File: src/rtl/stb_pkg.sv
package stb_pkg;

    localparam int NUM_TIMERS = 8;
    localparam int SEL_W      = (NUM_TIMERS > 1) ? $clog2(NUM_TIMERS) : 1;
    localparam int IDX_W      = 4;
    localparam int CNT_W      = 16;
    localparam int TICK_W     = 32;
    localparam int MASK_W     = 8;

    typedef enum logic [1:0] {
        MODE_TICK  = 2'd0,
        MODE_SET   = 2'd1,
        MODE_CHECK = 2'd2,
        MODE_READ  = 2'd3
    } mode_t;

    typedef enum logic {
        ST_IDLE,
        ST_WALK
    } state_t;

    // One timer as it travels around the ring.
    typedef struct packed {
        logic [CNT_W-1:0] remaining;
        logic [CNT_W-1:0] reload;
        logic             mark;
    } timer_t;

    // What the head does to the timer passing through it.
    typedef struct packed {
        timer_t entry;
        logic   expire;
        logic   flag;
    } head_res_t;

endpackage

File: src/rtl/software_timer_bank.sv
// Bank of countdown timers sharing one wrapping 32-bit tick counter.
// Input beats arrive on the s_ channel: s_tuser carries the mode (tick, set,
// check and clear, read count) and s_tdata the timer index, timeout value and
// free-running bit. Every input beat yields exactly one output beat on the
// m_ channel holding the fired mask, the expired flag and the tick count.
// The timers sit in a ring of cells that rotates by one place per cycle while
// an item is processed, except while the final step waits on the receiver;
// the cell entry point runs the update for the timer passing through it. A
// full rotation brings each timer through it once, and a new beat is accepted
// only after the walk has ended. The ring length sets the length of the walk.
// The result sits in an output register, so the next beat is accepted while
// a result still waits. If the receiver stalls, the walk holds on its final
// step until the output register frees up, and nothing is lost.
// Reset clears all timers (inactive, zero reload, no expired marks), the tick
// counter and the output valid; no clearing pass is needed.
module software_timer_bank
    import stb_pkg::*;
(
    input  logic        clk,
    input  logic        rst_n,
    input  logic        s_tvalid,
    output logic        s_tready,
    // [3:0] timer_index, [19:4] timeout_value, [20] free_running, [23:21] zero
    input  logic [23:0] s_tdata,
    // [1:0] mode
    input  logic [1:0]  s_tuser,
    output logic        m_tvalid,
    input  logic        m_tready,
    // [7:0] fired_mask, [8] expired_flag, [40:9] tick_count, [47:41] zero
    output logic [47:0] m_tdata
);

    localparam logic [SEL_W-1:0] LAST_STEP = SEL_W'(NUM_TIMERS - 1);

    state_t state_reg, state_next;
    logic [SEL_W-1:0] step_reg, step_next;
    logic [TICK_W-1:0] tick_reg, tick_next;
    logic [MASK_W-1:0] fired_reg, fired_next;
    logic flag_reg, flag_next;
    logic m_valid_reg, m_valid_next;
    logic [47:0] m_data_reg, m_data_next;

    // Operation being walked; payload only.
    mode_t            mode_reg;
    logic [IDX_W-1:0] idx_reg;
    logic [CNT_W-1:0] tmo_reg;
    logic             free_reg;

    logic accept;
    logic out_free;
    logic shift;
    logic [SEL_W-1:0] cur_id;
    logic hit;

    timer_t    ring_q [NUM_TIMERS];
    head_res_t head_res;

    assign accept   = s_tvalid && s_tready;
    assign out_free = !m_valid_reg || m_tready;
    assign s_tready = (state_reg == ST_IDLE);
    // The last cell's timer enters the head; its number counts down per step.
    assign cur_id   = LAST_STEP - step_reg;
    assign hit      = (IDX_W'(cur_id) == idx_reg);

    stb_head u_head (
        .entry         (ring_q[NUM_TIMERS-1]),
        .mode          (mode_reg),
        .hit           (hit),
        .timeout_value (tmo_reg),
        .free_running  (free_reg),
        .res           (head_res)
    );

    genvar k;
    generate
        for (k = 0; k < NUM_TIMERS; k++) begin : g_ring
            if (k == 0) begin : g_first
                stb_cell u_cell (
                    .clk   (clk),
                    .rst_n (rst_n),
                    .shift (shift),
                    .d     (head_res.entry),
                    .q     (ring_q[k])
                );
            end
            else begin : g_rest
                stb_cell u_cell (
                    .clk   (clk),
                    .rst_n (rst_n),
                    .shift (shift),
                    .d     (ring_q[k-1]),
                    .q     (ring_q[k])
                );
            end
        end
    endgenerate

    always_comb begin
        state_next   = state_reg;
        step_next    = step_reg;
        tick_next    = tick_reg;
        fired_next   = fired_reg;
        flag_next    = flag_reg;
        m_valid_next = m_valid_reg && !m_tready;
        m_data_next  = m_data_reg;
        shift        = 1'b0;
        unique case (state_reg)
            ST_IDLE: begin
                if (accept) begin
                    state_next = ST_WALK;
                    step_next  = '0;
                    fired_next = '0;
                    flag_next  = 1'b0;
                    if (mode_t'(s_tuser) == MODE_TICK) begin
                        tick_next = tick_reg + TICK_W'(1);
                    end
                end
            end
            ST_WALK: begin
                if (step_reg != LAST_STEP || out_free) begin
                    shift      = 1'b1;
                    fired_next = fired_reg
                               | (head_res.expire ? (MASK_W'(1) << cur_id) : '0);
                    flag_next  = flag_reg | head_res.flag;
                    step_next  = step_reg + SEL_W'(1);
                    if (step_reg == LAST_STEP) begin
                        state_next   = ST_IDLE;
                        m_valid_next = 1'b1;
                        m_data_next  = {7'd0, tick_reg, flag_next, fired_next};
                    end
                end
            end
            default: begin
                state_next = ST_IDLE;
            end
        endcase
    end

    always_ff @(posedge clk or negedge rst_n) begin
        if (!rst_n) begin
            state_reg   <= ST_IDLE;
            step_reg    <= '0;
            tick_reg    <= '0;
            fired_reg   <= '0;
            flag_reg    <= 1'b0;
            m_valid_reg <= 1'b0;
        end
        else begin
            state_reg   <= state_next;
            step_reg    <= step_next;
            tick_reg    <= tick_next;
            fired_reg   <= fired_next;
            flag_reg    <= flag_next;
            m_valid_reg <= m_valid_next;
        end
    end

    always_ff @(posedge clk) begin
        m_data_reg <= m_data_next;
        if (accept) begin
            mode_reg <= mode_t'(s_tuser);
            idx_reg  <= s_tdata[3:0];
            tmo_reg  <= s_tdata[19:4];
            free_reg <= s_tdata[20];
        end
    end

    assign m_tvalid = m_valid_reg;
    assign m_tdata  = m_data_reg;

endmodule

File: src/rtl/stb_cell.sv
module stb_cell
    import stb_pkg::*;
(
    input  logic   clk,
    input  logic   rst_n,
    input  logic   shift,
    input  timer_t d,
    output timer_t q
);

    timer_t entry_reg;

    always_ff @(posedge clk or negedge rst_n) begin
        if (!rst_n) begin
            entry_reg <= '0;
        end
        else if (shift) begin
            entry_reg <= d;
        end
    end

    assign q = entry_reg;

endmodule

File: src/rtl/stb_head.sv
module stb_head
    import stb_pkg::*;
(
    input  timer_t           entry,
    input  mode_t            mode,
    input  logic             hit,
    input  logic [CNT_W-1:0] timeout_value,
    input  logic             free_running,
    output head_res_t        res
);

    logic [CNT_W-1:0] dec;

    assign dec = entry.remaining - CNT_W'(1);

    always_comb begin
        res.entry  = entry;
        res.expire = 1'b0;
        res.flag   = 1'b0;
        unique case (mode)
            MODE_TICK: begin
                if (entry.remaining != '0) begin
                    if (dec == '0) begin
                        res.entry.mark      = 1'b1;
                        res.entry.remaining = entry.reload;
                        res.expire          = 1'b1;
                    end
                    else begin
                        res.entry.remaining = dec;
                    end
                end
            end
            MODE_SET: begin
                if (hit) begin
                    res.entry.mark      = 1'b0;
                    res.entry.remaining = timeout_value;
                    res.entry.reload    = free_running ? timeout_value : '0;
                end
            end
            MODE_CHECK: begin
                if (hit) begin
                    res.flag       = entry.mark;
                    res.entry.mark = 1'b0;
                end
            end
            default: begin
                res.entry = entry;
            end
        endcase
    end

endmodule
File: config.mk
export PLATFORM = sky130hd
export DESIGN_NAME = software_timer_bank
export DESIGN_NICKNAME = d
export VERILOG_FILES = /design/src/rtl/stb_pkg.sv /design/src/rtl/software_timer_bank.sv /design/src/rtl/stb_cell.sv /design/src/rtl/stb_head.sv
export SDC_FILE = /design/constraint.sdc
export NUM_CORES = 1
export LEC_CHECK = 0
export ABC_AREA = 1
export BUFFER_PORTS_ARGS = -buffer_cell sky130_fd_sc_hd__clkbuf_2
export CORE_ASPECT_RATIO = 0.5
export CORE_MARGIN = 2
export CORE_UTILIZATION = 60
export DETAILED_ROUTE_END_ITERATION = 10
export PLACE_DENSITY = 0.79
export SLEW_MARGIN = 5
export SYNTH_ARGS = -nofsm -noshare
export SYNTH_HDL_FRONTEND = slang
export SYNTH_SLANG_ARGS = --single-unit
File: constraint.sdc
create_clock -name clk -period 7.6 [get_ports clk]
set_input_delay 0 -clock clk [delete_from_list [all_inputs] [get_ports clk]]
set_output_delay 0 -clock clk [all_outputs]
set_load 0.02 [all_outputs]
==> results of run 1 <==
cell type report:
cell class	count	area [µm²]	share of cell area
sequential	374	9680	0.561
multi-input combinational	1001	4760	0.276
clock buffer	42	888	0.0515
timing repair buffer	103	676	0.0391
inverter	178	674	0.0391
tap	344	430	0.0249
clock inverter	16	154	0.00892
what timing repair did:
action | in CTS | in global routing
hold endpoints to repair | 152 | 0
setup buffers | 0 | 0
setup endpoints to repair | 0 | 0
hold buffers | 26 | 0
logic make-up after synthesis:
group | share of synthesized area
buffers and inverters | 0.0650
adder cells (fa/ha/maj) | 0.00731
other | 0.000243
AO/OA/AOI/OAI | 0.108
AND/OR/NAND/NOR | 0.174
XOR/XNOR | 0.0176
flip-flops | 0.628
worst paths after layout:
path                                                            from                                         end  slack (ns)  cells after the start
min in group clk                                         s_tdata[20]                          free_reg$_DFFE_PP_        0.13                      2
max reg2reg                                    mode_reg[1]$_DFFE_PP_  g_ring[0].g_first.u_cell.q[20]$_DFFE_PN0P_        3.63                      9
min reg2reg                g_ring[3].g_rest.u_cell.q[13]$_DFFE_PN0P_   g_ring[4].g_rest.u_cell.q[13]$_DFFE_PN0P_        0.46                      2
max                                            mode_reg[1]$_DFFE_PP_  g_ring[0].g_first.u_cell.q[20]$_DFFE_PN0P_        3.63                      9
min                                                            rst_n                     tick_reg[8]$_DFFE_PN0P_        0.05                      2
max in group asynchronous                                      rst_n    g_ring[4].g_rest.u_cell.q[4]$_DFFE_PN0P_        5.96                      3
worst max-delay path, cell delays in order, from the launching register on:
cell      delay, ns
edfxtp_1       0.83
clkinv_1       0.66
nand2_1        0.61
inv_1          0.17
nand2_1        0.44
clkinv_1       0.56
nand2_1        0.19
o211ai_1       0.11
a21oi_1        0.18
a21oi_1        0.09
per-stage QoR:
| step | setup slack [ns] | instances | utilization | area (µm²) |
|---|---|---|---|---|
| final | 3.63 | 2058 | 0.684 | 17300 |
| after global routing | 3.53 | 2058 | 0.684 | 17300 |
| after CTS | 3.81 | 2058 | 0.684 | 17300 |
| after detailed placement | 3.85 | 1974 | 0.632 | 16000 |
| after global placement | 3.86 | 1974 | 0.632 | 16000 |
| after floorplan | 4.70 | 1629 | - | 15400 |
synthesized netlist by cell type (12+ instances only):
cell type	number	share of area
a21oi_1	28	0.0091
inv_1	167	0.041
clkbuf_1	59	0.014
edfxtp_1	64	0.12
nand2_1	487	0.12
dfrtp_1	310	0.50
xnor2_1	12	0.0068
xor2_1	19	0.011
nand3_1	43	0.014
o21ai_0	234	0.076
nor2_1	57	0.014
per-layer routing:
metal | routed length [µm] | track usage | up-vias
met5 | 0 | 0 | -
met4 | 791 | 0.0613 | 0
met3 | 1830 | 0.0423 | 67
met2 | 16100 | 0.428 | 300
met1 | 15400 | 0.376 | 5491
li1 | - | - | 5331
power by group through the flow:
stage	logic [µW]	clock network (µW)	registers, µW
floorplan	1340	0	3010
global placement	1720	0	3070
detailed placement	1790	0	3090
CTS	1830	1650	3070
global route	2120	1740	3150
finish	1830	1630	3070
==> reports/metrics.yaml, run 1 <==
power_and_ir_drop:
  pwr-share-clk: 0.249
  internal-power_uw: 4140
  max-vdd-ir-drop_mv: 0.198
  p_switching_uw: 2390
  power_frac_seq: 0.471
  swShare: 0.366
  power_leakage_uw: 0.00802
  p_per_area_nw_per_um2: 378
  finalPower_uw: 6530
  pwr-share-comb: 0.280
clock_network:
  clockBufferDepth: 3
  cts_tree: "done"
  clock-sinks: 374
  cts_max_level: 1
  clkSlewWorstSetupHoldPaths_ns: 0.07
  cts_buffers: 31
  clockRootBuffer: "clkbuf_16"
  worstSkewPairLatency_ns: 0.59
  post_cts_resize_count: 0
drt:
  dr.pass1.iters: 6
  wl_mm: 34.1
  viasPerCell: 5.44
  wl_per_cell_um: 16.6
  vias: 11200
  drc: 0
  drtIter0Drc: 1137
  drtAntennaViolNets: 0
timing:
  slew_headroom: 0.312
  tightest_slew_ns: 1.03
  skew_ns: 0.0159
  finalHoldViolCount: 0
  maxSlewViolCount: 0
  fin_crit_sh: 0.522
  max_clock_freq_mhz: 252
  setup_violations: 0
  period_minus_slack_ns: 3.97
  rsz0062_at_grt: "no"
  fin_hold_ws_ns: 0.0491
  final.setup.tns_ns: 0
cells_and_area:
  antenna_cells: 0
  area_growth_pct: 12.0
  final_cell_mix: "486 x nand2_1, 310 x dfrtp_1, 234 x o21ai_0"
  final_layout_size_suffix_gt1_frac: 0.0974
  largest_reg_flops: 231
  final_common_cell: "nand2_1"
  fillerInstances: 1875
  final_nets: 1728
die:
  die_h_um: 117
  dieArea_um2: 27100
  ios: 80
  die_w_um: 231
  coreArea_um2: 25200
  rows: 41
  start_util: 0.611
yosys:
  netlist_instances: 1623
  synth_edf_count: 64
  ys.flop_type: "dfrtp_1"
  seq_area_frac_synth: 0.628
  synth_area_um2: 15400
  ys_ff_latch: 374
  yosysWarnings: 0
  yosysUniqueCellTypes: 44
  async_flop_share: 0.829
  syn_avg_cell_area_um2: 9.49
place:
  port_buffers: 69
  gp_congestion: 0.888
  dpl.hpwl_mm: 21.5
critical_path:
  required_ns: 8.07
  crit_type: "reg -> reg"
  cp.arrival_ns: 4.44
  path_max_fanout: 17
  cp-end-kind: "flip-flop"
  crit_path_start_kind: "flip-flop"
global_route:
  overflow: 0
  grt_pass1_wl_mm: 57.2
  antenna_found_initial: 0
  grt_use_total: 0.263
  grt_max_degree: 114
  grt_pass1_vias: 11100
job:
  drv_cap: 0
worst_hold_path:
  holdCritPathClass: "in -> async"
outcome:
  run_status: "finished clean"
Power figures use the tool's default switching activity.
==> inputs of run 2 (changes only) <==
ABC_AREA = 0   (was 1)
CORE_UTILIZATION = 55   (was 60)
PLACE_DENSITY = 0.77   (was 0.79)
clock period = 3.4 ns   (was 7.6 ns; I/O delays follow)
==> reports/metrics.yaml, run 2 <==
timing:
  final.setup.tns_ns: 0
  tightest_slew_ns: 0.816
  max_clock_freq_mhz: 346
  fin_crit_sh: 0.850
  period_minus_slack_ns: 2.89
  maxSlewViolCount: 0
  slew_headroom: 0.455
  setup_violations: 0
  finalHoldViolCount: 0
  rsz0062_at_grt: "no"
  skew_ns: 0.0224
yosys:
  ys.flop_type: "dfrtp_1"
  async_flop_share: 0.829
  yosysTopAreaCell: "dfrtp_1"
  ys_ff_latch: 374
  yosysTopAreaCellShare: 0.513
  seq_area_frac_synth: 0.640
  syn_avg_cell_area_um2: 9.77
  synth_common_cells: "752 x nand2_1, 310 x dfrtp_1, 68 x clkbuf_1, 64 x edfxtp_1, 53 x nor2_1"
  netlist_instances: 1547
  synth.most_common_cell: "nand2_1"
  yosysUniqueCellTypes: 64
  yosys-top-cells-area: "dfrtp_1 51%, nand2_1 19%, edfxtp_1 13%, xnor2_1 1.9%, clkbuf_1 1.7%"
  yosysWarnings: 0
  synth_edf_count: 64
  synth_area_um2: 15100
clock_network:
  post_cts_resize_count: 0
  cts_tree: "done"
  clkSlewWorstSetupHoldPaths_ns: 0.07
  clockRootBuffer: "clkbuf_16"
  cts_max_level: 2
  hold_buffers: 27
  post-cts-setup-buffers: 0
  clock-sinks: 374
  clockBufferDepth: 3
  cts_buffers: 34
  worstSkewPairLatency_ns: 0.52
worst_hold_path:
  holdCritPathClass: "in -> async"
drt:
  wl_mm: 31.0
  dr.pass1.iters: 6
  drtAntennaViolNets: 0
  wl_per_cell_um: 15.5
  viasPerCell: 5.30
  vias: 10600
  drc: 0
  drtIter0Drc: 1158
cells_and_area:
  area_growth_pct: 13.4
  final_common_cell: "nand2_1"
  final_util: 0.641
  seqCellArea_um2: 9680
  final_nets: 1661
  final_cell_mix: "751 x nand2_1, 310 x dfrtp_1, 68 x clkbuf_2"
  final_cells: 1999
  fin_area_um2: 17100
  multi_input_area_um2: 5050
  final_layout_size_suffix_gt1_frac: 0.0990
  fillerInstances: 2028
  largest_reg_flops: 231
  antenna_cells: 0
global_route:
  grt_max_degree: 121
  overflow: 0
  grt_pass1_vias: 10100
  antenna_found_initial: 0
  grt_pass1_wl_mm: 52.2
  grt_use_total: 0.226
place:
  dpl.hpwl_mm: 19.5
  port_buffers: 69
  dpl-instance-area_um2: 15800
  dp_cells: 1911
  gp_congestion: 0.860
power_and_ir_drop:
  power_leakage_uw: 0.00852
  p_per_area_nw_per_um2: 887
  max-vdd-ir-drop_mv: 0.444
die:
  die_h_um: 121
  rows: 42
  coreArea_um2: 26700
  start_util: 0.565
  dieArea_um2: 28900
  die_w_um: 238
  ios: 80
job:
  drv_cap: 0
critical_path:
  path_max_fanout: 8
  crit_path_start_kind: "flip-flop"
  crit_family: "compound AO/OA/AOI/OAI gates"
  cp-end-kind: "flip-flop"
  required_ns: 3.78
  crit_buf_inv: 1
  cp.arrival_ns: 3.27
  cpPeakStageDelay_ns: 0.49
  crit_chain: "inv_1 > ha_1 > nor2b_1 > nand3_2 > o21ai_2 > nor2_1 > o21a_1 > a2111oi_1 > a21oi_1"
  slowest_stage: "nor2b_1"
  crit_type: "reg -> reg"
outcome:
  run_status: "finished clean"
run 2: cell types whose count changed after synthesis, sizes merged, moves of 8 or more:
cell	before	now
inv	172	12
nand2	497	752
a21oi	28	19
a31oi	3	20
o211ai	8	0
xnor2	12	32
o21ai	242	20
clkbuf	59	68
a221oi	0	9
nor2	71	53
run 2: worst paths after layout:
path | start | end | slack (ns) | cells past startpoint
worst min-delay path | rst_n | g_ring[0].g_first.u_cell.q[27]$_DFFE_PN0P_ | 0.12 | 2
worst max-delay path | g_ring[7].g_rest.u_cell.q[17]$_DFFE_PN0P_ | g_ring[0].g_first.u_cell.q[25]$_DFFE_PN0P_ | 0.51 | 9
worst min register to register | g_ring[2].g_rest.u_cell.q[14]$_DFFE_PN0P_ | g_ring[3].g_rest.u_cell.q[14]$_DFFE_PN0P_ | 0.46 | 2
worst max register to register | g_ring[7].g_rest.u_cell.q[17]$_DFFE_PN0P_ | g_ring[0].g_first.u_cell.q[25]$_DFFE_PN0P_ | 0.51 | 9
min in group clk | s_tdata[0] | idx_reg[0]$_DFFE_PP_ | 0.20 | 2
max in group asynchronous | rst_n | g_ring[1].g_rest.u_cell.q[21]$_DFFE_PN0P_ | 2.29 | 3
run 2: power by group:
group / internal (µW) / total (µW) / switching [µW] / leakage, µW
Sequential: 6060 / 7060 / 998 / 0.00462
Combinational: 1460 / 4420 / 2950 / 0.00339
Clock: 2130 / 3720 / 1590 / 0.000516
Total: 9650 / 15200 / 5550 / 0.00852
run 2: stage by stage:
stage / setup WS (ns) / power (µW) / hold slack [ns]
after floorplan: 0.198 / 10100 / -0.296
after global placement: 0.545 / 11200 / 0.0768
after detailed placement: 0.547 / 11500 / 0.0920
after CTS: 0.521 / 15300 / 0.141
after global routing: 0.213 / 16300 / 0.187
final: 0.509 / 15200 / 0.123
run 2: cell type report:
type	instances	area share
clock buffers	53	0.0568
clock inverters	8	0.00526
inverters	12	0.00263
multi-input cells	1079	0.294
flip-flops and latches	374	0.565
well taps	352	0.0257
repair buffers	121	0.0504
run 2: cell families (layout without fill, tap and decap cells):
kind of cell / count (synthesis) / count (layout) / synth area share
multiplexers: 4 / 4 / 0.00281
flip-flops: 374 / 374 / 0.640
buffers and inverters: 100 / 194 / 0.0296
XOR/XNOR: 46 / 46 / 0.0266
adder cells (fa/ha/maj): 9 / 9 / 0.00745
AND/OR/NAND/NOR: 905 / 905 / 0.244
AO/OA/AOI/OAI: 108 / 108 / 0.0485
other: 1 / 7 / 0.000248
run 2: routing by layer:
layer | track usage | vias to the layer above | share of wire
met5 | 0 | - | 0
met3 | 0.0378 | 29 | 0.051
met2 | 0.349 | 274 | 0.46
met4 | 0.0441 | 0 | 0.011
met1 | 0.341 | 5165 | 0.48
li1 | - | 5131 | -
